==> src/rtl/core/q2e_pkg.sv <==
// Shared widths, status codes, angle table and arithmetic helpers for the quaternion-to-Euler core.
package q2e_pkg;

  localparam int unsigned CORDIC_ITER_DEF = 16;
  localparam int unsigned ATAN_LEN        = 24;

  // Width of the q30 product terms after the shift by 30.
  localparam int unsigned TW   = 34;
  // Width of the CORDIC vector lanes.
  localparam int unsigned CW   = 40;
  // Width of the angle accumulator, 1/65536 degree.
  localparam int unsigned ZW   = 26;
  // Square root: result bits and remainder width.
  localparam int unsigned SQ_W = 31;
  localparam int unsigned RW   = 62;

  localparam logic signed [CW-1:0] Q_ONE     = CW'(64'd1 << 30);
  localparam logic signed [ZW-1:0] ANG_P90   = ZW'(5898240);
  localparam logic signed [ZW-1:0] ANG_N90   = -ANG_P90;
  localparam logic [15:0]          PITCH_LIM = 16'd11520;
  localparam logic [15:0]          ANG_LIM   = 16'd23040;

  typedef enum logic [1:0] {
    STATUS_OK        = 2'd0,
    STATUS_READ_FAIL = 2'd1,
    STATUS_NO_QUAT   = 2'd2
  } status_e;

  // Data that rides alongside the square-root cells.
  typedef struct packed {
    status_e                status;
    logic signed [31:0]     s;
    logic signed [CW-1:0]   roll_y;
    logic signed [CW-1:0]   roll_x;
    logic signed [CW-1:0]   yaw_y;
    logic signed [CW-1:0]   yaw_x;
  } side_t;

  // atan(2^-i) in 1/65536 degree, rounded to nearest.
  function automatic int atan_lut(input int unsigned idx);
    int v;
    case (idx)
      0:       v = 2949120;
      1:       v = 1740967;
      2:       v = 919879;
      3:       v = 466945;
      4:       v = 234379;
      5:       v = 117304;
      6:       v = 58666;
      7:       v = 29335;
      8:       v = 14668;
      9:       v = 7334;
      10:      v = 3667;
      11:      v = 1833;
      12:      v = 917;
      13:      v = 458;
      14:      v = 229;
      15:      v = 115;
      16:      v = 57;
      17:      v = 29;
      18:      v = 14;
      19:      v = 7;
      20:      v = 4;
      21:      v = 2;
      22:      v = 1;
      default: v = 0;
    endcase
    return v;
  endfunction

  // Divide a q60 product by 2^30, truncating toward zero.
  function automatic logic signed [TW-1:0] q30_trunc(input logic signed [63:0] p);
    logic signed [63:0] bias;
    logic signed [63:0] sh;
    bias = p[63] ? 64'sd1073741823 : 64'sd0;
    sh   = (p + bias) >>> 30;
    return sh[TW-1:0];
  endfunction

  // Round 1/65536 degree to 1/128 degree, half away from zero, and clamp.
  function automatic logic signed [15:0] round_angle(input logic signed [ZW-1:0] z,
                                                     input logic [15:0] lim);
    logic [ZW-1:0] mag;
    logic [ZW-1:0] r;
    logic [15:0]   rs;
    mag = z[ZW-1] ? ZW'(-z) : ZW'(z);
    r   = (mag + ZW'(256)) >> 9;
    rs  = (r > ZW'(lim)) ? lim : r[15:0];
    return z[ZW-1] ? -$signed(rs) : $signed(rs);
  endfunction

endpackage

==> src/rtl/core/q2e_sqrt_cell.sv <==
// One result bit of the pipelined integer square root.
module q2e_sqrt_cell #(
  parameter int unsigned BIT = 0
) (
  input  logic                        clk_i,
  input  logic                        en_i,
  input  logic [q2e_pkg::RW-1:0]      rem_i,
  input  logic [q2e_pkg::SQ_W-1:0]    root_i,
  output logic [q2e_pkg::RW-1:0]      rem_o,
  output logic [q2e_pkg::SQ_W-1:0]    root_o
);

  logic [q2e_pkg::RW-1:0] cand;

  // Only root bits above BIT are set, so the two terms never overlap.
  assign cand = (q2e_pkg::RW'(root_i) << (BIT + 1)) | (q2e_pkg::RW'(1) << (2 * BIT));

  always_ff @(posedge clk_i) begin
    if (en_i) begin
      if (rem_i >= cand) begin
        rem_o  <= rem_i - cand;
        root_o <= root_i | (q2e_pkg::SQ_W'(1) << BIT);
      end else begin
        rem_o  <= rem_i;
        root_o <= root_i;
      end
    end
  end

endmodule

==> config.mk <==
export PLATFORM = sky130hd
export DESIGN_NAME = q2e_sqrt_cell
export DESIGN_NICKNAME = d
export VERILOG_FILES = /design/src/rtl/core/q2e_pkg.sv /design/src/rtl/core/q2e_sqrt_cell.sv
export SDC_FILE = /design/constraint.sdc
export NUM_CORES = 1
export LEC_CHECK = 0
export BUFFER_PORTS_ARGS = -buffer_cell sky130_fd_sc_hd__buf_4
export CAP_MARGIN = 20
export CORE_MARGIN = 5
export CORE_UTILIZATION = 56
export CTS_CLUSTER_DIAMETER = 40
export DETAILED_ROUTE_END_ITERATION = 6
export PLACE_DENSITY_LB_ADDON = 0.3
export REMOVE_ABC_BUFFERS = 1
export SYNTH_ARGS = -nofsm -noshare
export SYNTH_HDL_FRONTEND = slang
export SYNTH_SLANG_ARGS = --single-unit
==> constraint.sdc <==
create_clock -name clk_i -period 6.5 [get_ports clk_i]
set_clock_uncertainty 0.2 [all_clocks]
set_input_delay 0.325 -clock clk_i [delete_from_list [all_inputs] [get_ports clk_i]]
set_output_delay 0.325 -clock clk_i [all_outputs]
set_load 0.02 [all_outputs]
=== After elaboration in Yosys (flattened, before gate mapping) ===
Cells that the tools add are included.

* $lt $le $gt $ge: 1
* Add/sub/neg operators: 1
* Muxes and demuxes: 1

{| class="wikitable"
|+ Operators by type and width
! cell !! number
|-
| $ge 62x32->1 || 1
|-
| $mux 62 || 1
|-
| $sub 62x32->62 || 1
|}

* Word-level logic and storage cells: 6
* Register bits after elaboration: 93

=== Depth between registers and ports, before layout ===
* Depth in word-level cells: 2
* Depth in mapped cells: 15

=== Worst setup path before layout ===
No wires, ideal clock.

* Kind: input to register
* Start: in rem_i[1] (netlist bit)
* End: reg rem_o[57] (netlist bit), data pin
* Path slack: 3298 ps
* Stages: 13
* Arrival time: 2736 ps
* Path through: inv_1 > fa_1 > nor2b_1 > o21bai_1 > a211o_1 > a21oi_1 > and4_1 > o211ai_1 > and2_4 > buf_6 > buf_6 > nor4bb_4 > xor2_1

* Word-level cells in the longest chain between the ends: 2
* Elaborated cells between the ends (all ways): 3
* Classes of those cells: 1 x add/sub; 1 x order compare; 1 x mux

{| class="wikitable"
|+ RTL lines
! what !! RTL line !! text
|-
| from (decl) || q2e_sqrt_cell.sv:7 || <nowiki>input logic [q2e_pkg::RW-1:0] rem_i,</nowiki>
|-
| $sub 62x32->62 / $ge 62x32->1 (equally long branches) || q2e_sqrt_cell.sv:21, q2e_sqrt_cell.sv:20 ||
|-
| $mux 62 * || q2e_sqrt_cell.sv:20 || <nowiki>if (rem_i >= cand) begin</nowiki>
|-
| to (signal assigned) || q2e_sqrt_cell.sv:21 || <nowiki>rem_o <= rem_i - cand;</nowiki>
|-
| to (signal assigned) || q2e_sqrt_cell.sv:24 || <nowiki>rem_o <= rem_i;</nowiki>
|-
| to (decl) || q2e_sqrt_cell.sv:9 || <nowiki>output logic [q2e_pkg::RW-1:0] rem_o,</nowiki>
|}

Mark *: on every way between the ends. The rest lies on a longest branch, timed or not.
A chain may end at the register's enable or synchronous reset.

=== Worst setup path after layout ===
* Start: in root_i[1] (netlist bit)
* End: reg rem_o[35] (netlist bit), data pin

* Word-level cells in the longest chain between the ends: 2
* Elaborated cells between the ends (all ways): 3
* Classes of those cells: 1 x add/sub; 1 x order compare; 1 x mux

{| class="wikitable"
|+ RTL lines
! what !! RTL line !! text
|-
| from (decl) || q2e_sqrt_cell.sv:8 || <nowiki>input logic [q2e_pkg::SQ_W-1:0] root_i,</nowiki>
|-
| $sub 62x32->62 / $ge 62x32->1 (equally long branches) || q2e_sqrt_cell.sv:21, q2e_sqrt_cell.sv:20 ||
|-
| $mux 62 * || q2e_sqrt_cell.sv:20 ||
|}

Marked as above.

==> flow_metrics.tcl <==
set metrics [dict create \
    pwr-share-seq_pct 46.4 \
    cts_root_buf "clkbuf_8" \
    grt_pass1_vias 5275 \
    clk_pin_slew_ns 0.09 \
    p_switching_mw 0.5096 \
    switching_share_pct 30.98 \
    clockPowerShare_pct 22.1 \
    register_area_sq_mm 0.002793 \
    p_int_mw 1.135 \
    finalMaxSlewViolations 0 \
    setup_viol 0 \
    grt_pass1_wl_mm 26.43 \
    vias 5333 \
    hold_start "rem_i[23]" \
    antenna_found_initial 0 \
    synth.largest_area_cell "edfxtp_1" \
    finalPower_mw 1.645 \
    port_buffers 187 \
    maxSlewHeadroom_pct 31.40 \
    min_period_ns 4.106 \
    synthCells 583 \
    io_pins 188 \
    cp_slowest_cell "nor4bb_1" \
    syn_area_sq_mm 0.005939 \
    drive_gt1_share_pct 26.88 \
    maxCapViolCount 0 \
    period_share_pct 63.16 \
    wl_per_cell_um 17.97 \
    die_height_um 113.0 \
    yosysTopAreaCellShare_pct 47.02 \
    worst_pin_slew_ns 1.021 \
    start_util_pct 57.53 \
    grt_max_degree 94 \
    num-fill-cells 683 \
    hold_path.class "in -> reg" \
    cts_sinks 93 \
    worstSetupEndpointType "flip-flop" \
    irDropWorstVdd_mv 0.1392 \
    cts_hold_buffers 30 \
    die_w_um 113.0 \
    multi_input_area_sq_mm 0.002914 \
    status "completed" \
    avgViaCountPerCell 5.722 \
    clockBufferDepth 2 \
    ys.flop_type "edfxtp_1" \
    first_pass_iters 5 \
    num_rows 37 \
    worstPathRequired_ns 6.39 \
    ys_seq_elements 93 \
    grtUsageTotal_pct 25.74 \
    p_comb_share_pct 31.6 \
    ctsResizeCount 0 \
    finalHoldViolCount 0 \
    crit_chain "dlygate4sd3_1, buf_4, inv_1, ha_1, nor2b_1, o21bai_1, a211o_1, a21oi_1, and4_1, o211ai_1, and2_4, nor4bb_1, xor2_1" \
    drc_errors 0 \
    syn_area_per_cell_sq_um 10.19 \
    async_flop_share_pct 0 \
    ant_nets 0 \
    synth-edff-count 93 \
    hpwlAfterDp_mm 12.48 \
    dieArea_sq_mm 0.01277 \
    arrival_ns 3.99 \
    worstSetupStartpoint "root_i[1]" \
    p_per_area_mw_per_mm2 208.0 \
    htree_num_levels 3 \
    core_area_sq_mm 0.01032 \
    crit_end "rem_o[35]$_DFFE_PP_" \
    synth_warnings 0 \
    gp_congestion 0.9633 \
    leakagePower_nw 3.255 \
    crit_type "in -> reg" \
    drt-initial-drc-count 439 \
    yosys.cell_types.count 59 \
    cts_tree "built" \
    slowest_delay_ns 0.55 \
    rsz0062_at_grt "false" \
    ys_top_cells_by_area "edfxtp_1, ha_1, xnor2_1" \
    area_growth_pct 33.14 \
    worstPathMaxFanout 78 \
    wirelength_mm 16.75 \
    cts_buffers 9 \
    ys_seq_area_share_pct 47.02 \
    fin_tns_setup_ns 0 \
    antenna_cells 0 \
    nNetsFinal 922 \
    cp-start-kind "input pin" \
    globalRouteOverflowTotal 0 \
    max_freq_mhz 243.6 \
    cts_setup_buffers 0 \
]
[cell families after synthesis]
group,after synthesis,synth area share [%]
buffers and inverters,53,3.918
DFF,93,47.02
and+or+nand+nor,207,19.23
AOI/OAI and AO/OA,138,14.05
adders and majority gates,33,7.078
xor gates and xnor gates,59,8.700
[area by class of cell]
type,instances,area share (%)
Clock inverter,3,0.5063
Multi-Input combinational cell,437,36.85
Clock buffer,10,1.614
Timing Repair Buffer,218,21.90
Sequential cell,93,35.32
Inverter,35,1.661
Tap cell,136,2.152
[power groups by stage]
stage	sequential (mW)	clock, mW	combinational, mW
3_5_place_dp	0.776	0	0.495
4_1_cts	0.763	0.362	0.512
2_1_floorplan	0.859	0	0.187
5_1_grt	0.769	0.395	0.557
3_3_place_gp	0.774	0	0.487
6_report	0.763	0.363	0.519
[worst min-delay path by stage]
stage | slack (ns) | endpoint | cells past startpoint
2_1_floorplan | 0.22 | root_o[10]$_DFFE_PP_ | 0
3_3_place_gp | 0.31 | root_o[26]$_DFFE_PP_ | 1
3_5_place_dp | 0.31 | root_o[26]$_DFFE_PP_ | 1
4_1_cts | 0.05 | rem_o[20]$_DFFE_PP_ | 3
5_1_grt | 0.06 | rem_o[5]$_DFFE_PP_ | 3
6_report | 0.05 | rem_o[23]$_DFFE_PP_ | 3
[per-stage QoR]
stage | worst slack [ns] | instance area (sq um) | utilization (%) | hold slack, ns | std cells
global route | 2.236 | 7908 | 76.60 | 0.05949 | 932
floorplan | 3.178 | 5838 | - | 0.2239 | 565
detailed placement | 2.523 | 7412 | 71.80 | 0.3133 | 888
global placement | 2.729 | 7412 | 71.80 | 0.3143 | 888
finish | 2.394 | 7908 | 76.60 | 0.05115 | 932
CTS | 2.448 | 7880 | 76.33 | 0.05167 | 931
[per-layer routing]
layer,vias to the layer above,share of wire (%),GRT usage [%]
met2,258,50,45.18
met4,0,2.2,8.333
met3,37,8.6,4.973
met5,-,0,0
met1,2482,39,31.93
li1,2556,-,-
[critical path: cells and delay by family]
| kind | cells | cell delay, ns |
|---|---|---|
| compound gates | 4 | 1.00 |
| xor+xnor | 1 | 0.12 |
| fa+ha+maj | 1 | 0.36 |
| buf+inv | 3 | 0.67 |
| simple gates | 4 | 1.52 |
[sequential cells by signal (all words and copies together) (netlist names)]
| name | count |
|---|---|
| rem_o | 62 |
| root_o | 31 |
[layout by cell type, fill, tap and decap left out, types with 6 or more instances in the layout]
cell           synthesis  routed
nor4_1                 9       9
nand4_1                8       8
nand2b_1               9       9
nor2_1                34      34
clkbuf_8               0       9
and3_1                 6       6
a21o_1                 9       9
buf_4                  5     187
dlygate4sd3_1          0      30
or3_1                  7       7
xnor2_1               34      34
xor2_1                25      25
nand4b_1               7       7
ha_1                  32      32
o21a_1                 6       6
nand2_1               72      72
inv_1                 35      35
o21ai_0               50      50
nor3_1                15      15
nand3_1               11      11
edfxtp_1              93      93
a21oi_1               39      39
[synthesized netlist by cell type (all sizes together), types with 2 or more instances]
| cell type | number |
|---|---|
| xor2 | 25 |
| a31oi | 5 |
| o211ai | 2 |
| and3 | 6 |
| a211oi | 3 |
| nand2b | 9 |
| nor4 | 10 |
| clkbuf | 10 |
| ha | 32 |
| nand3 | 11 |
| or4 | 4 |
| a21boi | 4 |
| o21ai | 53 |
| nor4b | 3 |
| o31ai | 4 |
| or3 | 8 |
| nand4b | 7 |
| buf | 8 |
| o21a | 6 |
| nand4 | 8 |
| nand2 | 72 |
| nor3b | 2 |
| inv | 35 |
| o21bai | 2 |
| or2 | 3 |
| a21o | 9 |
| o311ai | 2 |
| a21oi | 39 |
| edfxtp | 93 |
| and2 | 3 |
| a211o | 2 |
| and4 | 2 |
| nor2b | 3 |
| nand3b | 2 |
| a41oi | 2 |
| nor3 | 15 |
| nor4bb | 3 |
| xnor2 | 34 |
| nor2 | 34 |
No activity file was read; power rests on OpenSTA's default activity.
