[src/rtl/core/q2e_pkg.sv]
// Shared widths, status codes, angle table and arithmetic helpers for the quaternion-to-Euler core.
package q2e_pkg;

  localparam int unsigned CORDIC_ITER_DEF = 16;
  localparam int unsigned ATAN_LEN        = 24;

  // Width of the q30 product terms after the shift by 30.
  localparam int unsigned TW   = 34;
  // Width of the CORDIC vector lanes.
  localparam int unsigned CW   = 40;
  // Width of the angle accumulator, 1/65536 degree.
  localparam int unsigned ZW   = 26;
  // Square root: result bits and remainder width.
  localparam int unsigned SQ_W = 31;
  localparam int unsigned RW   = 62;

  localparam logic signed [CW-1:0] Q_ONE     = CW'(64'd1 << 30);
  localparam logic signed [ZW-1:0] ANG_P90   = ZW'(5898240);
  localparam logic signed [ZW-1:0] ANG_N90   = -ANG_P90;
  localparam logic [15:0]          PITCH_LIM = 16'd11520;
  localparam logic [15:0]          ANG_LIM   = 16'd23040;

  typedef enum logic [1:0] {
    STATUS_OK        = 2'd0,
    STATUS_READ_FAIL = 2'd1,
    STATUS_NO_QUAT   = 2'd2
  } status_e;

  // Data that rides alongside the square-root cells.
  typedef struct packed {
    status_e                status;
    logic signed [31:0]     s;
    logic signed [CW-1:0]   roll_y;
    logic signed [CW-1:0]   roll_x;
    logic signed [CW-1:0]   yaw_y;
    logic signed [CW-1:0]   yaw_x;
  } side_t;

  // atan(2^-i) in 1/65536 degree, rounded to nearest.
  function automatic int atan_lut(input int unsigned idx);
    int v;
    case (idx)
      0:       v = 2949120;
      1:       v = 1740967;
      2:       v = 919879;
      3:       v = 466945;
      4:       v = 234379;
      5:       v = 117304;
      6:       v = 58666;
      7:       v = 29335;
      8:       v = 14668;
      9:       v = 7334;
      10:      v = 3667;
      11:      v = 1833;
      12:      v = 917;
      13:      v = 458;
      14:      v = 229;
      15:      v = 115;
      16:      v = 57;
      17:      v = 29;
      18:      v = 14;
      19:      v = 7;
      20:      v = 4;
      21:      v = 2;
      22:      v = 1;
      default: v = 0;
    endcase
    return v;
  endfunction

  // Divide a q60 product by 2^30, truncating toward zero.
  function automatic logic signed [TW-1:0] q30_trunc(input logic signed [63:0] p);
    logic signed [63:0] bias;
    logic signed [63:0] sh;
    bias = p[63] ? 64'sd1073741823 : 64'sd0;
    sh   = (p + bias) >>> 30;
    return sh[TW-1:0];
  endfunction

  // Round 1/65536 degree to 1/128 degree, half away from zero, and clamp.
  function automatic logic signed [15:0] round_angle(input logic signed [ZW-1:0] z,
                                                     input logic [15:0] lim);
    logic [ZW-1:0] mag;
    logic [ZW-1:0] r;
    logic [15:0]   rs;
    mag = z[ZW-1] ? ZW'(-z) : ZW'(z);
    r   = (mag + ZW'(256)) >> 9;
    rs  = (r > ZW'(lim)) ? lim : r[15:0];
    return z[ZW-1] ? -$signed(rs) : $signed(rs);
  endfunction

endpackage

[src/rtl/core/q2e_cordic_cell.sv]
// One vectoring micro-rotation of the CORDIC chain.
module q2e_cordic_cell #(
  parameter int unsigned SHIFT = 0
) (
  input  logic                              clk_i,
  input  logic                              en_i,
  input  logic signed [q2e_pkg::CW-1:0]     x_i,
  input  logic signed [q2e_pkg::CW-1:0]     y_i,
  input  logic signed [q2e_pkg::ZW-1:0]     z_i,
  output logic signed [q2e_pkg::CW-1:0]     x_o,
  output logic signed [q2e_pkg::CW-1:0]     y_o,
  output logic signed [q2e_pkg::ZW-1:0]     z_o
);

  localparam logic signed [q2e_pkg::ZW-1:0] ATAN =
    q2e_pkg::ZW'(q2e_pkg::atan_lut(SHIFT));
  localparam logic signed [q2e_pkg::CW-1:0] RND =
    q2e_pkg::CW'((64'd1 << SHIFT) - 64'd1);

  logic signed [q2e_pkg::CW-1:0] xb, yb, xs, ys;

  // Shift toward zero: bias negative values before the arithmetic shift.
  always_comb begin
    xb = x_i[q2e_pkg::CW-1] ? RND : q2e_pkg::CW'(0);
    yb = y_i[q2e_pkg::CW-1] ? RND : q2e_pkg::CW'(0);
    xs = (x_i + xb) >>> SHIFT;
    ys = (y_i + yb) >>> SHIFT;
  end

  always_ff @(posedge clk_i) begin
    if (en_i) begin
      if (!y_i[q2e_pkg::CW-1]) begin
        x_o <= x_i + ys;
        y_o <= y_i - xs;
        z_o <= z_i + ATAN;
      end else begin
        x_o <= x_i - ys;
        y_o <= y_i + xs;
        z_o <= z_i - ATAN;
      end
    end
  end

endmodule

[config.mk]
export PLATFORM = sky130hd
export DESIGN_NAME = q2e_cordic_cell
export DESIGN_NICKNAME = d
export VERILOG_FILES = /design/src/rtl/core/q2e_pkg.sv /design/src/rtl/core/q2e_cordic_cell.sv
export SDC_FILE = /design/constraint.sdc
export NUM_CORES = 1
export LEC_CHECK = 0
export CORE_UTILIZATION = 29
export CTS_CLUSTER_SIZE = 14
export DETAILED_ROUTE_END_ITERATION = 10
export DONT_BUFFER_PORTS = 1
export PLACE_DENSITY = 0.46
export SYNTH_ARGS = -nofsm -noshare
export SYNTH_HDL_FRONTEND = slang
export SYNTH_SLANG_ARGS = --single-unit
[constraint.sdc]
create_clock -name clk_i -period 4.6 [get_ports clk_i]
set_input_delay 0.92 -clock clk_i [delete_from_list [all_inputs] [get_ports clk_i]]
set_output_delay 0.92 -clock clk_i [all_outputs]
set_load 0.02 [all_outputs]
== After elaboration in Yosys (flattened, before gate mapping) ==
Cells that the tools add are included.
W data, S select, Z words.

* Bits in registers: 106
* Input bits: 108
* Output and inout bits: 106
* Logic and storage cells: 11

* $add $sub $neg: 5
* Multiplexer cells: 3

{| class="wikitable"
|+ Operators with widths
! cell !! count
|-
| $mux W40 || 2
|-
| $sub A40 B40 Y40 || 2
|-
| $add A40 B40 Y40 || 1
|-
| $add A26 B23 Y26 const B || 1
|-
| $mux W26 || 1
|-
| $sub A26 B23 Y26 const B || 1
|}

== Longest topological paths before layout ==
Gate-level depths: netlist of run 1.

* Depth after elaboration: 2
* Depth in mapped cells: 13
* Gate-level depth less buffers: 12

== Worst setup path before layout of run 1 ==
OpenSTA, ideal clock, no wires.

* Path type: input to register
* Start point: input port x_i[8] in the netlist's numbering
* End point: register x_o[36] in the netlist's numbering, data pin
* Setup time: 0.259 ns
* Data arrival time: 3.283 ns
* Data required time: 4.341 ns
* Path slack: 1.058 ns
* Stages on the path: 13
* Buffers on the path: 1
* Cell sequence: inv_1 -> ha_1 -> buf_4 -> nor4_1 -> o21ai_0 -> o2111ai_1 -> a31oi_1 -> o21ai_0 -> a41o_1 -> a211oi_1 -> o31ai_1 -> a21oi_1 -> xnor2_1

* Longest elaborated chain between the ends: 2
* Elaborated cells between the ends (all ways): 3
* Those cells by class: add/sub (2); mux (1)

{| class="wikitable"
|+ RTL lines
! element !! line !! RTL
|-
| start: declaration || q2e_cordic_cell.sv:7 || <nowiki>input logic signed [q2e_pkg::CW-1:0] x_i,</nowiki>
|-
| $add A40 B40 Y40 / $sub A40 B40 Y40 (equally long branches) || q2e_cordic_cell.sv:33, q2e_cordic_cell.sv:37 ||
|-
| $mux W40 (*) || q2e_cordic_cell.sv:32 || <nowiki>if (!y_i[q2e_pkg::CW-1]) begin</nowiki>
|-
| end signal: assignment || q2e_cordic_cell.sv:33 || <nowiki>x_o <= x_i + ys;</nowiki>
|-
| end signal: assignment || q2e_cordic_cell.sv:37 || <nowiki>x_o <= x_i - ys;</nowiki>
|-
| end: declaration || q2e_cordic_cell.sv:10 || <nowiki>output logic signed [q2e_pkg::CW-1:0] x_o,</nowiki>
|}

Mark *: on every way between the ends. The rest lies on a longest branch, timed or not.
A chain may end at the register's enable or synchronous reset.

== Final worst setup path of run 1 ==
* Start point: input port x_i[8] in the netlist's numbering
* End point: register y_o[31] in the netlist's numbering, data pin

* Longest elaborated chain between the ends: 2
* Elaborated cells between the ends (all ways): 3
* Those cells by class: add/sub (2); mux (1)

{| class="wikitable"
|+ RTL lines
! element !! line !! RTL
|-
| $sub A40 B40 Y40 / $add A40 B40 Y40 (equally long branches) || q2e_cordic_cell.sv:34, q2e_cordic_cell.sv:38 ||
|-
| $mux W40 (*) || q2e_cordic_cell.sv:32 ||
|-
| end signal: assignment || q2e_cordic_cell.sv:34 || <nowiki>y_o <= y_i - xs;</nowiki>
|-
| end signal: assignment || q2e_cordic_cell.sv:38 || <nowiki>y_o <= y_i + xs;</nowiki>
|-
| end: declaration || q2e_cordic_cell.sv:11 || <nowiki>output logic signed [q2e_pkg::CW-1:0] y_o,</nowiki>
|}

Marked as above.

==> out/results.tsv, run 1 <==
stage	metric	value	unit
critical_path	path_max_fanout	14	
yosys	yosysWarnings	0	
yosys	synthCells	1217	
power_and_ir_drop	peakVddDrop	0.1870	mV
floorplan	die_h	191.3	µm
power_and_ir_drop	p_leak	4.633	nW
critical_path	worstPathArrival	4170	ps
power_and_ir_drop	power_frac_comb	32.4	%
yosys	ys_seq_area_share	30.35	%
yosys	async_reset_ff_share	0	%
timing	finalCriticalPeriod	4025	ps
detailed_routing	drt_drc_violations_left	0	
floorplan	rows	68	
power_and_ir_drop	p_sw	0.001381	W
grt	overflow	0	
yosys	yosys-top-cells-area	edfxtp_1, ha_1, a21oi_1	
grt	grt_pass1_vias	8744	
grt	antenna_found_initial	0	
power_and_ir_drop	cellPowerDensity	306.3	nW/µm²
placement	dp_slack	270.8	ps
clock_tree	clockBufferDepth	2	
detailed_routing	dr.pass1.iters	7	
placement	dp_hpwl	27970	µm
detailed_routing	antenna_left	0	
timing	worst_pin_slew	617.3	ps
clock_tree	htree_levels	3	
yosys	synth.most_common_cell	a21oi_1	
clock_tree	post_cts_resized	0	
power_and_ir_drop	clkPwrFrac	23.3	%
grt	grt_use_total	19.52	%
yosys	syn-num-nets	1454	
floorplan	fp.dieW	191.3	µm
grt	grt_pass1_wl	53920	µm
clock_tree	post_cts_buffers	0	
worst_hold_path	min_path_type	in -> reg	
yosys	synth_top_cell_by_area	edfxtp_1	
detailed_routing	drt-total-wl	35860	µm
critical_path	worstSetupPathType	in -> reg	
timing	hold_viol	0	
yosys	synthXorXnorAreaFrac	6.998	%
floorplan	dieArea	36580	µm²
floorplan	initial_core_util	29.78	%
yosys	synth_adder_area_share	15.83	%
critical_path	crit_required	4750	ps
yosys	synth_top_family_by_area	compound AO/OA/AOI/OAI gates	
yosys	ys_seq_elements	105	
yosys	synth_compound_area_share	26.07	%
timing	drv_slew	0	
outcome	status	finished, final reports clean	
yosys	syn_area	10390	µm²
timing	setup-tns-final	0	ps
cells_and_area	layout.nets	1443	
placement	place.gp.congestion	0.8988	
power_and_ir_drop	sw_frac_of_total	40.14	%
clock_tree	clock-sinks	105	
power_and_ir_drop	p_int	0.002060	W
power_and_ir_drop	p_seq_share	44.2	%
critical_path	worstSetupEndpointType	flip-flop	
yosys	synthMuxAreaShare	2.313	%
timing	rsz0062_at_grt	false	
yosys	synth.distinct_cells	66	
timing	clock.fmax	0.2485	GHz
placement	io_buffers	0	
yosys	synth_flop_cell	edfxtp_1	
flow_run	cap_violations	0	
cells_and_area	diodes	0	
detailed_routing	wl_per_cell	21.54	µm
timing	finalSetupViolCount	0	
timing	slew_headroom	57.78	%
clock_tree	root_buffer	clkbuf_16	
floorplan	core-area	34880	µm²
clock_tree	holdBufCountCts	0	
cells_and_area	area_growth	8.130	%
clock_tree	numCtsBuffers	9	
clock_tree	tritoncts	built	
clock_tree	clk_pin_slew	80	ps
floorplan	ios	214	
yosys	syn_area_per_cell	8.535	µm²
detailed_routing	via_per_inst	5.441	
cells_and_area	drive_gt1_share	4.876	%
grt	grt_max_degree	116	
timing	finalCritPeriodShare	87.50	%
detailed_routing	drt-initial-drc-count	806	
detailed_routing	num_vias	9059	
timing	worst_slack	575.1	ps
critical_path	worstSetupStartpointType	primary input	
yosys	yosysTopAreaCellShare	30.35	%
yosys	synth_edf_count	105	
yosys	synth_common_cells	a21oi_1, ha_1, inv_1, nor2_1, edfxtp_1	
yosys	yosys.area_share.simple	11.79	%
## cells by family after synthesis
family          Yosys count
flops                   105
buf+inv                 176
fa+ha+maj               129
simple gates            272
mux                      24
xor+xnor                 83
compound gates          428
## routing by layer
layer  global-route usage (%)  vias to the layer above  share of wire (%)
met5                        0                        -                  0
met1                    27.44                     4331                 47
met2                    29.49                      346                 44
li1                         -                     4353                  -
met4                    4.518                        0                1.2
met3                    5.177                       29                8.0
## path summary, 6_finish.rpt
| kind | from | endpoint | cells after the start |
|---|---|---|---|
| max | x_i[8] | y_o[31] | 12 |
| min | z_i[12] | z_o[12] | 0 |
## cell usage in the layout (no fill, tap or decap), types with 33 or more instances in the layout
master,count
nor2_1,117
a21o_1,35
o21ai_0,78
a21oi_1,166
o21bai_1,33
inv_1,120
edfxtp_1,105
xnor2_1,71
ha_1,125
nand2_1,69
## final cells by class
| type | instances | area (µm²) |
|---|---|---|
| multi-input combinational | 936 | 6544 |
| tap | 455 | 569.3 |
| fill | 3722 | 23650 |
| timing repair buffer | 30 | 225.2 |
| sequential | 105 | 3153 |
| clock inverter | 6 | 50.05 |
| clock buffer | 9 | 225.2 |
| inverter | 124 | 465.4 |
## sequential cells by signal (all words and copies together), names as in the netlist
signal	count
x_o	39
y_o	40
z_o	26
## metrics by stage
| stage | instances | util (%) | hold slack, ps | power [W] | area (µm²) |
|---|---|---|---|---|---|
| floorplan | 1217 | - | 1019 | 0.002308 | 10390 |
| global placement | 1650 | 31.41 | 1019 | 0.002660 | 10960 |
| detailed placement | 1650 | 31.41 | 1019 | 0.002650 | 10960 |
| CTS | 1665 | 32.20 | 607.1 | 0.003477 | 11230 |
| global route | 1665 | 32.20 | 606.6 | 0.003636 | 11230 |
| finish | 1665 | 32.20 | 624.3 | 0.003441 | 11230 |
## power groups by stage
stage	combinational, W	sequential, W	clock, W
final	0.00112	0.00152	0.000803
after detailed placement	0.00110	0.00155	0
after global routing	0.00123	0.00154	0.000864
after floorplan	0.000798	0.00151	0
after CTS	0.00111	0.00153	0.000836
after global placement	0.00111	0.00155	0
## critical path: stages
cell and delay (ps):
inv_1 20, ha_1 580, nand4_1 320, a2111oi_2 520, a211oi_1 160, o311a_1 370
a31oi_1 280, a21oi_1 210, o31ai_1 400, a211oi_1 140, a21oi_1 160, xnor2_1 80
(Power assumes the default switching activity.)
==> run 2, diff against run 1 <==
--- a/config.mk
+++ b/config.mk
@@ -5,6 +5,7 @@
 export SDC_FILE = /design/constraint.sdc
 export NUM_CORES = 1
 export LEC_CHECK = 0
+export ABC_AREA = 1
 export CORE_UTILIZATION = 29
 export CTS_CLUSTER_SIZE = 14
 export DETAILED_ROUTE_END_ITERATION = 10
==> out/results.tsv, run 2 <==
stage	metric	value	unit	change
outcome	status	finished, final reports clean		
placement	io_buffers	0		unchanged
yosys	yosys-top-cells-area	edfxtp_1, nand2_1, ha_1		
timing	setup-tns-final	0	ps	unchanged
critical_path	worstSetupStartpointType	primary input		
clock_tree	tritoncts	built		
yosys	syn_area_per_cell	6.252	µm²	-27%
power_and_ir_drop	cellPowerDensity	263.5	nW/µm²	-14%
floorplan	fp.dieW	216.8	µm	+13%
timing	drv_slew	0		unchanged
placement	dp_hpwl	44870	µm	+60%
timing	clock.fmax	0.3313	GHz	+33%
yosys	synth_common_cells	nand2_1, inv_1, nand3_1, nor2_1, a21oi_1		
cells_and_area	drive_gt1_share	5.941	%	+1.1 points
grt	grt_pass1_wl	79010	µm	+47%
timing	finalSetupViolCount	0		unchanged
yosys	async_reset_ff_share	0	%	unchanged
clock_tree	clock-sinks	105		unchanged
yosys	syn-num-nets	2376		+63%
timing	finalCriticalPeriod	3018	ps	-1007 ps
clock_tree	holdBufCountCts	0		unchanged
critical_path	path_max_fanout	4		-10
yosys	synth_top_cell_by_area	edfxtp_1		
cells_and_area	largestRegisters	y_o: 40 flops, x_o: 39 flops, z_o: 26 flops		
flow_run	cap_violations	0		unchanged
grt	grt_max_degree	106		-8.6%
floorplan	dieArea	46980	µm²	+28%
detailed_routing	drt-initial-drc-count	950		+18%
yosys	synth_flop_cell	edfxtp_1		
power_and_ir_drop	peakVddDrop	0.1722	mV	-7.9%
detailed_routing	dr.pass1.iters	7		unchanged
timing	slew_headroom	52.54	%	-5.2 points
worst_hold_path	min_path_type	in -> reg		
clock_tree	clockBufferDepth	2		unchanged
yosys	ys_seq_area_share	23.58	%	-6.8 points
timing	finalCritPeriodShare	65.61	%	-22 points
detailed_routing	wl_per_cell	19.69	µm	-8.6%
floorplan	initial_core_util	29.41	%	-0.37 points
power_and_ir_drop	p_leak	7.348	nW	+59%
floorplan	core-area	45480	µm²	+30%
yosys	synth_edf_count	105		unchanged
floorplan	rows	78		+15%
cells_and_area	final_common_cell	nand2_1		
cells_and_area	n_fill_cell	5162		+39%
timing	hold_viol	0		unchanged
grt	grt_pass1_vias	13160		+50%
clock_tree	post_cts_buffers	0		unchanged
clock_tree	root_buffer	clkbuf_16		
detailed_routing	drt-total-wl	53270	µm	+49%
yosys	yosysWarnings	0		unchanged
grt	grt_use_total	22.68	%	+3.2 points
yosys	synthCells	2139		+76%
clock_tree	numCtsBuffers	9		unchanged
critical_path	worstPathArrival	3160	ps	-1010 ps
detailed_routing	via_per_inst	4.907		-9.8%
yosys	synth.most_common_cell	nand2_1		
detailed_routing	drt_drc_violations_left	0		unchanged
detailed_routing	num_vias	13270		+47%
timing	worst_pin_slew	704.5	ps	+87.17 ps
yosys	syn_area	13370	µm²	+29%
cells_and_area	fin_util	30.89	%	-1.3 points
cells_and_area	largest_register_ffs	40		unchanged
floorplan	ios	214		unchanged
critical_path	worstSetupEndpointType	flip-flop		
floorplan	die_h	216.8	µm	+13%
critical_path	crit_required	4750	ps	about the same
clock_tree	htree_levels	3		unchanged
cells_and_area	final_cell_mix	nand2_1, inv_1, nand3_1		
cells_and_area	area_growth	5.052	%	
clock_tree	clk_pin_slew	100	ps	+20 ps
clock_tree	post_cts_resized	0		unchanged
cells_and_area	layout.nets	2336		+62%
cells_and_area	regMostFlops	y_o		
yosys	yosysTopAreaCellShare	23.58	%	-6.8 points
placement	place.gp.congestion	0.9552		+6.3%
detailed_routing	antenna_left	0		unchanged
critical_path	worstSetupPathType	in -> reg		
yosys	synth.distinct_cells	41		-38%
grt	antenna_found_initial	2		+2
yosys	ys_seq_elements	105		unchanged
grt	overflow	0		unchanged
timing	rsz0062_at_grt	false		
run 2: path summary, 6_finish.rpt:
path	start	endpoint	slack, ps	cells after the start
worst max-delay path	y_i[0]	y_o[22]	1580	11
worst min-delay path	z_i[6]	z_o[6]	620	0
run 2: layout make-up:
type                       instances  area, µm²  share of cell area [%]
sequential                       105       3153                   22.44
clock inverter                     7      62.56                  0.4453
multi-input combinational       1584       8347                   59.41
antenna                            1      2.502                 0.01781
tap                              600      750.7                   5.343
inverter                         396       1486                   10.58
clock buffer                       9      225.2                   1.603
timing repair buffer               3      22.52                  0.1603
run 2: metrics by stage:
stage,instance area (µm²),worst slack (ps),hold WS [ps],power [W],instances
final,14050,1582,619.7,0.003703,2705
after global routing,14050,1447,600.8,0.003942,2704
after CTS,14050,1621,593.7,0.003741,2704
after detailed placement,13760,1203,1019,0.002890,2688
after global placement,13760,1182,1019,0.002895,2688
after floorplan,13370,1889,1019,0.002473,2139
run 2: logic make-up (layout without fill, tap and decap cells):
| kind of cell | after synthesis | after routing | synth area share, % |
|---|---|---|---|
| xor gates and xnor gates | 37 | 37 | 2.423 |
| DFF | 105 | 105 | 23.58 |
| buffers and inverters | 450 | 415 | 14.01 |
| AOI/OAI and AO/OA | 263 | 263 | 11.04 |
| adders and majority gates | 129 | 129 | 12.29 |
| other | 0 | 1 | 0 |
| and+or+nand+nor | 1155 | 1155 | 36.65 |
run 2: critical path, stage by stage:
cell,delay (ps)
inv_1,20
ha_1,290
fa_1,620
inv_1,250
a21oi_2,160
o21bai_1,400
nand2_1,140
nand2_1,90
nand2_1,50
nand3_1,90
nand2_1,120
run 2: layer usage:
layer	global-route usage [%]	part of all wire (%)	vias to the layer above	routed length [µm]
li1	-	-	6593	-
met3	3.159	5.2	90	2774
met1	29.80	46	6173	24350
met5	0	0	-	0
met2	36.81	45	418	23990
met4	10.16	4.0	0	2153
run 2: where the power goes:
| part | internal, W | switching [W] | total [W] | leakage [nW] |
|---|---|---|---|---|
| logic | 0.000418 | 0.00101 | 0.00143 | 6.18 |
| clock network | 0.000380 | 0.000438 | 0.000818 | 0.143 |
| registers | 0.00123 | 0.000224 | 0.00146 | 1.03 |
==> run 3, diff against run 2 <==
==> constraint.sdc (replaced) <==
create_clock -name clk_i -period 2.9 [get_ports clk_i]
set_input_delay 0.58 -clock clk_i [delete_from_list [all_inputs] [get_ports clk_i]]
set_output_delay 0.58 -clock clk_i [all_outputs]
set_load 0.02 [all_outputs]
==> out/results.tsv, run 3 (synthesis gave the netlist of run 2 again) <==
stage	metric	value	unit	change
outcome	status	finished, final reports clean		
critical_path	worstPathArrival	2710	ps	-450 ps
cells_and_area	final_common_cell	nand2_1		
timing	whs	265.9	ps	-353.8 ps
critical_path	path_max_fanout	10		+6
cells_and_area	diodes	0		-1
clock_tree	clock-sinks	105		unchanged
detailed_routing	antenna_left	0		unchanged
clock_tree	htree_levels	3		unchanged
critical_path	crit_required	3060	ps	-1690 ps
cells_and_area	drive_gt1_share	10.58	%	+4.6 points
clock_tree	post_cts_buffers	0		unchanged
placement	place_area	14590	µm²	+6.0%
timing	finalCriticalPeriod	2551	ps	
timing	finalCritPeriodShare	87.96	%	
detailed_routing	drt-total-wl	54140	µm	+1.6%
clock_tree	tritoncts	built		
timing	rsz0062_at_grt	false		
grt	grt_use_total	23.19	%	+0.51 points
placement	io_buffers	0		unchanged
cells_and_area	area_growth	11.24	%	
power_and_ir_drop	p_leak	7.867	nW	+7.1%
timing	drv_slew	0		unchanged
clock_tree	numCtsBuffers	9		unchanged
critical_path	startpoint	x_i[3]		
detailed_routing	dr.pass1.iters	5		-2
grt	grt_pass1_wl	81050	µm	+2.6%
cells_and_area	seqCellArea	3153	µm²	unchanged
grt	grt_max_degree	106		unchanged
floorplan	ios	214		unchanged
worst_hold_path	worstHoldStart	z_i[8]		
grt	grt_pass1_vias	13420		+2.0%
clock_tree	clockBufferDepth	2		unchanged
flow_run	cap_violations	0		unchanged
timing	clock.fmax	0.3920	GHz	
clock_tree	post_cts_resized	0		unchanged
cells_and_area	largestRegisters	y_o: 40 flops, x_o: 39 flops, z_o: 26 flops		
cells_and_area	n_fill_cell	5145		-0.33%
cells_and_area	finalInstanceArea	14880	µm²	+5.9%
floorplan	rows	78		unchanged
timing	hold_viol	0		unchanged
timing	worst_pin_slew	646.4	ps	-58.16 ps
floorplan	core-area	45480	µm²	unchanged
worst_hold_path	min_path_type	in -> reg		
detailed_routing	drt-initial-drc-count	831		-13%
detailed_routing	via_per_inst	4.811		-2.0%
power_and_ir_drop	cellPowerDensity	408.2	nW/µm²	+55%
floorplan	die_h	216.8	µm	unchanged
detailed_routing	wl_per_cell	19.25	µm	-2.2%
grt	overflow	0		unchanged
placement	dp_hpwl	45800	µm	+2.1%
cells_and_area	multi_input_area	8347	µm²	unchanged
critical_path	endpoint	x_o[28]		
floorplan	initial_core_util	29.41	%	unchanged
cells_and_area	layout.nets	2445		+4.7%
clock_tree	holdBufCountCts	0		unchanged
critical_path	worstSetupEndpointType	flip-flop		
placement	place.gp.congestion	0.9672		+1.3%
clock_tree	clk_pin_slew	90	ps	about the same
cells_and_area	final_cell_mix	nand2_1, inv_1, nand3_1		
cells_and_area	largest_register_ffs	40		unchanged
floorplan	fp.dieW	216.8	µm	unchanged
power_and_ir_drop	peakVddDrop	0.4301	mV	+150%
cells_and_area	regMostFlops	y_o		
floorplan	dieArea	46980	µm²	unchanged
critical_path	worstSetupStartpointType	primary input		
clock_tree	root_buffer	clkbuf_16		
grt	antenna_found_initial	0		-2
detailed_routing	drt_drc_violations_left	0		unchanged
timing	slew_headroom	56.45	%	+3.9 points
timing	finalSetupViolCount	0		unchanged
detailed_routing	num_vias	13530		+1.9%
critical_path	worstSetupPathType	in -> reg		
-- run 3: cell count changes in the layout (fill, tap and decap cells not counted) --
| cell | delta |
|---|---|
| clkinv_2 | -1 |
| clkinvlp_4 | +1 |
| diode_2 | -1 |
| buf_12 | +1 |
| clkinv_1 | -1 |
| clkinv_4 | +1 |
| buf_4 | +108 |
| inv_6 | -1 |
-- run 3: worst max-delay path, cell delays in order --
cell and delay [ps]:
inv_1 20, ha_1 470, nand2_1 200, nand2_1 90
a21oi_1 290, nor2_2 150, o21ai_0 560, nand3_1 150
nand3_1 120, nand2_1 70
-- run 3: power breakdown --
part	switching [W]	internal, W
Combinational	0.00162	0.000822
Sequential	0.000354	0.00195
Clock	0.000719	0.000601
Total	0.00270	0.00338
-- run 3: per-stage QoR --
| step | setup TNS, ps | setup slack, ps | total power, W | cells | utilization [%] |
|---|---|---|---|---|---|
| after floorplan | 0 | 529.0 | 0.003922 | 2139 | - |
| after global placement | -108.4 | -108.4 | 0.004780 | 2797 | 32.08 |
| after detailed placement | -78.77 | -78.77 | 0.004770 | 2797 | 32.08 |
| after CTS | 0 | 355.5 | 0.006143 | 2812 | 32.71 |
| after global routing | 0 | 240.4 | 0.006485 | 2812 | 32.71 |
| final | 0 | 349.2 | 0.006073 | 2812 | 32.71 |
-- run 3: worst min-delay path by stage --
stage / end / slack [ps] / cells past startpoint
3_3_place_gp: z_o[8] / 680 / 0
6_report: z_o[8] / 270 / 0
5_1_grt: z_o[8] / 240 / 0
2_1_floorplan: z_o[0] / 680 / 0
4_1_cts: z_o[8] / 240 / 0
3_5_place_dp: z_o[12] / 680 / 0
-- run 3: per-layer routing --
metal	routed length (µm)	up-vias	track usage [%]
met4	1455	0	7.465
met3	3269	59	4.305
li1	-	6827	-
met2	24840	397	38.28
met1	24570	6246	30.35
met5	0	-	0
-- run 3: final cells by class --
class / instances / area share [%]
clock inverters: 6 / 0.4121
multi-input cells: 1584 / 56.11
flip-flops and latches: 105 / 21.19
repair buffers: 112 / 5.736
well taps: 600 / 5.046
inverters: 396 / 9.992
clock buffers: 9 / 1.514
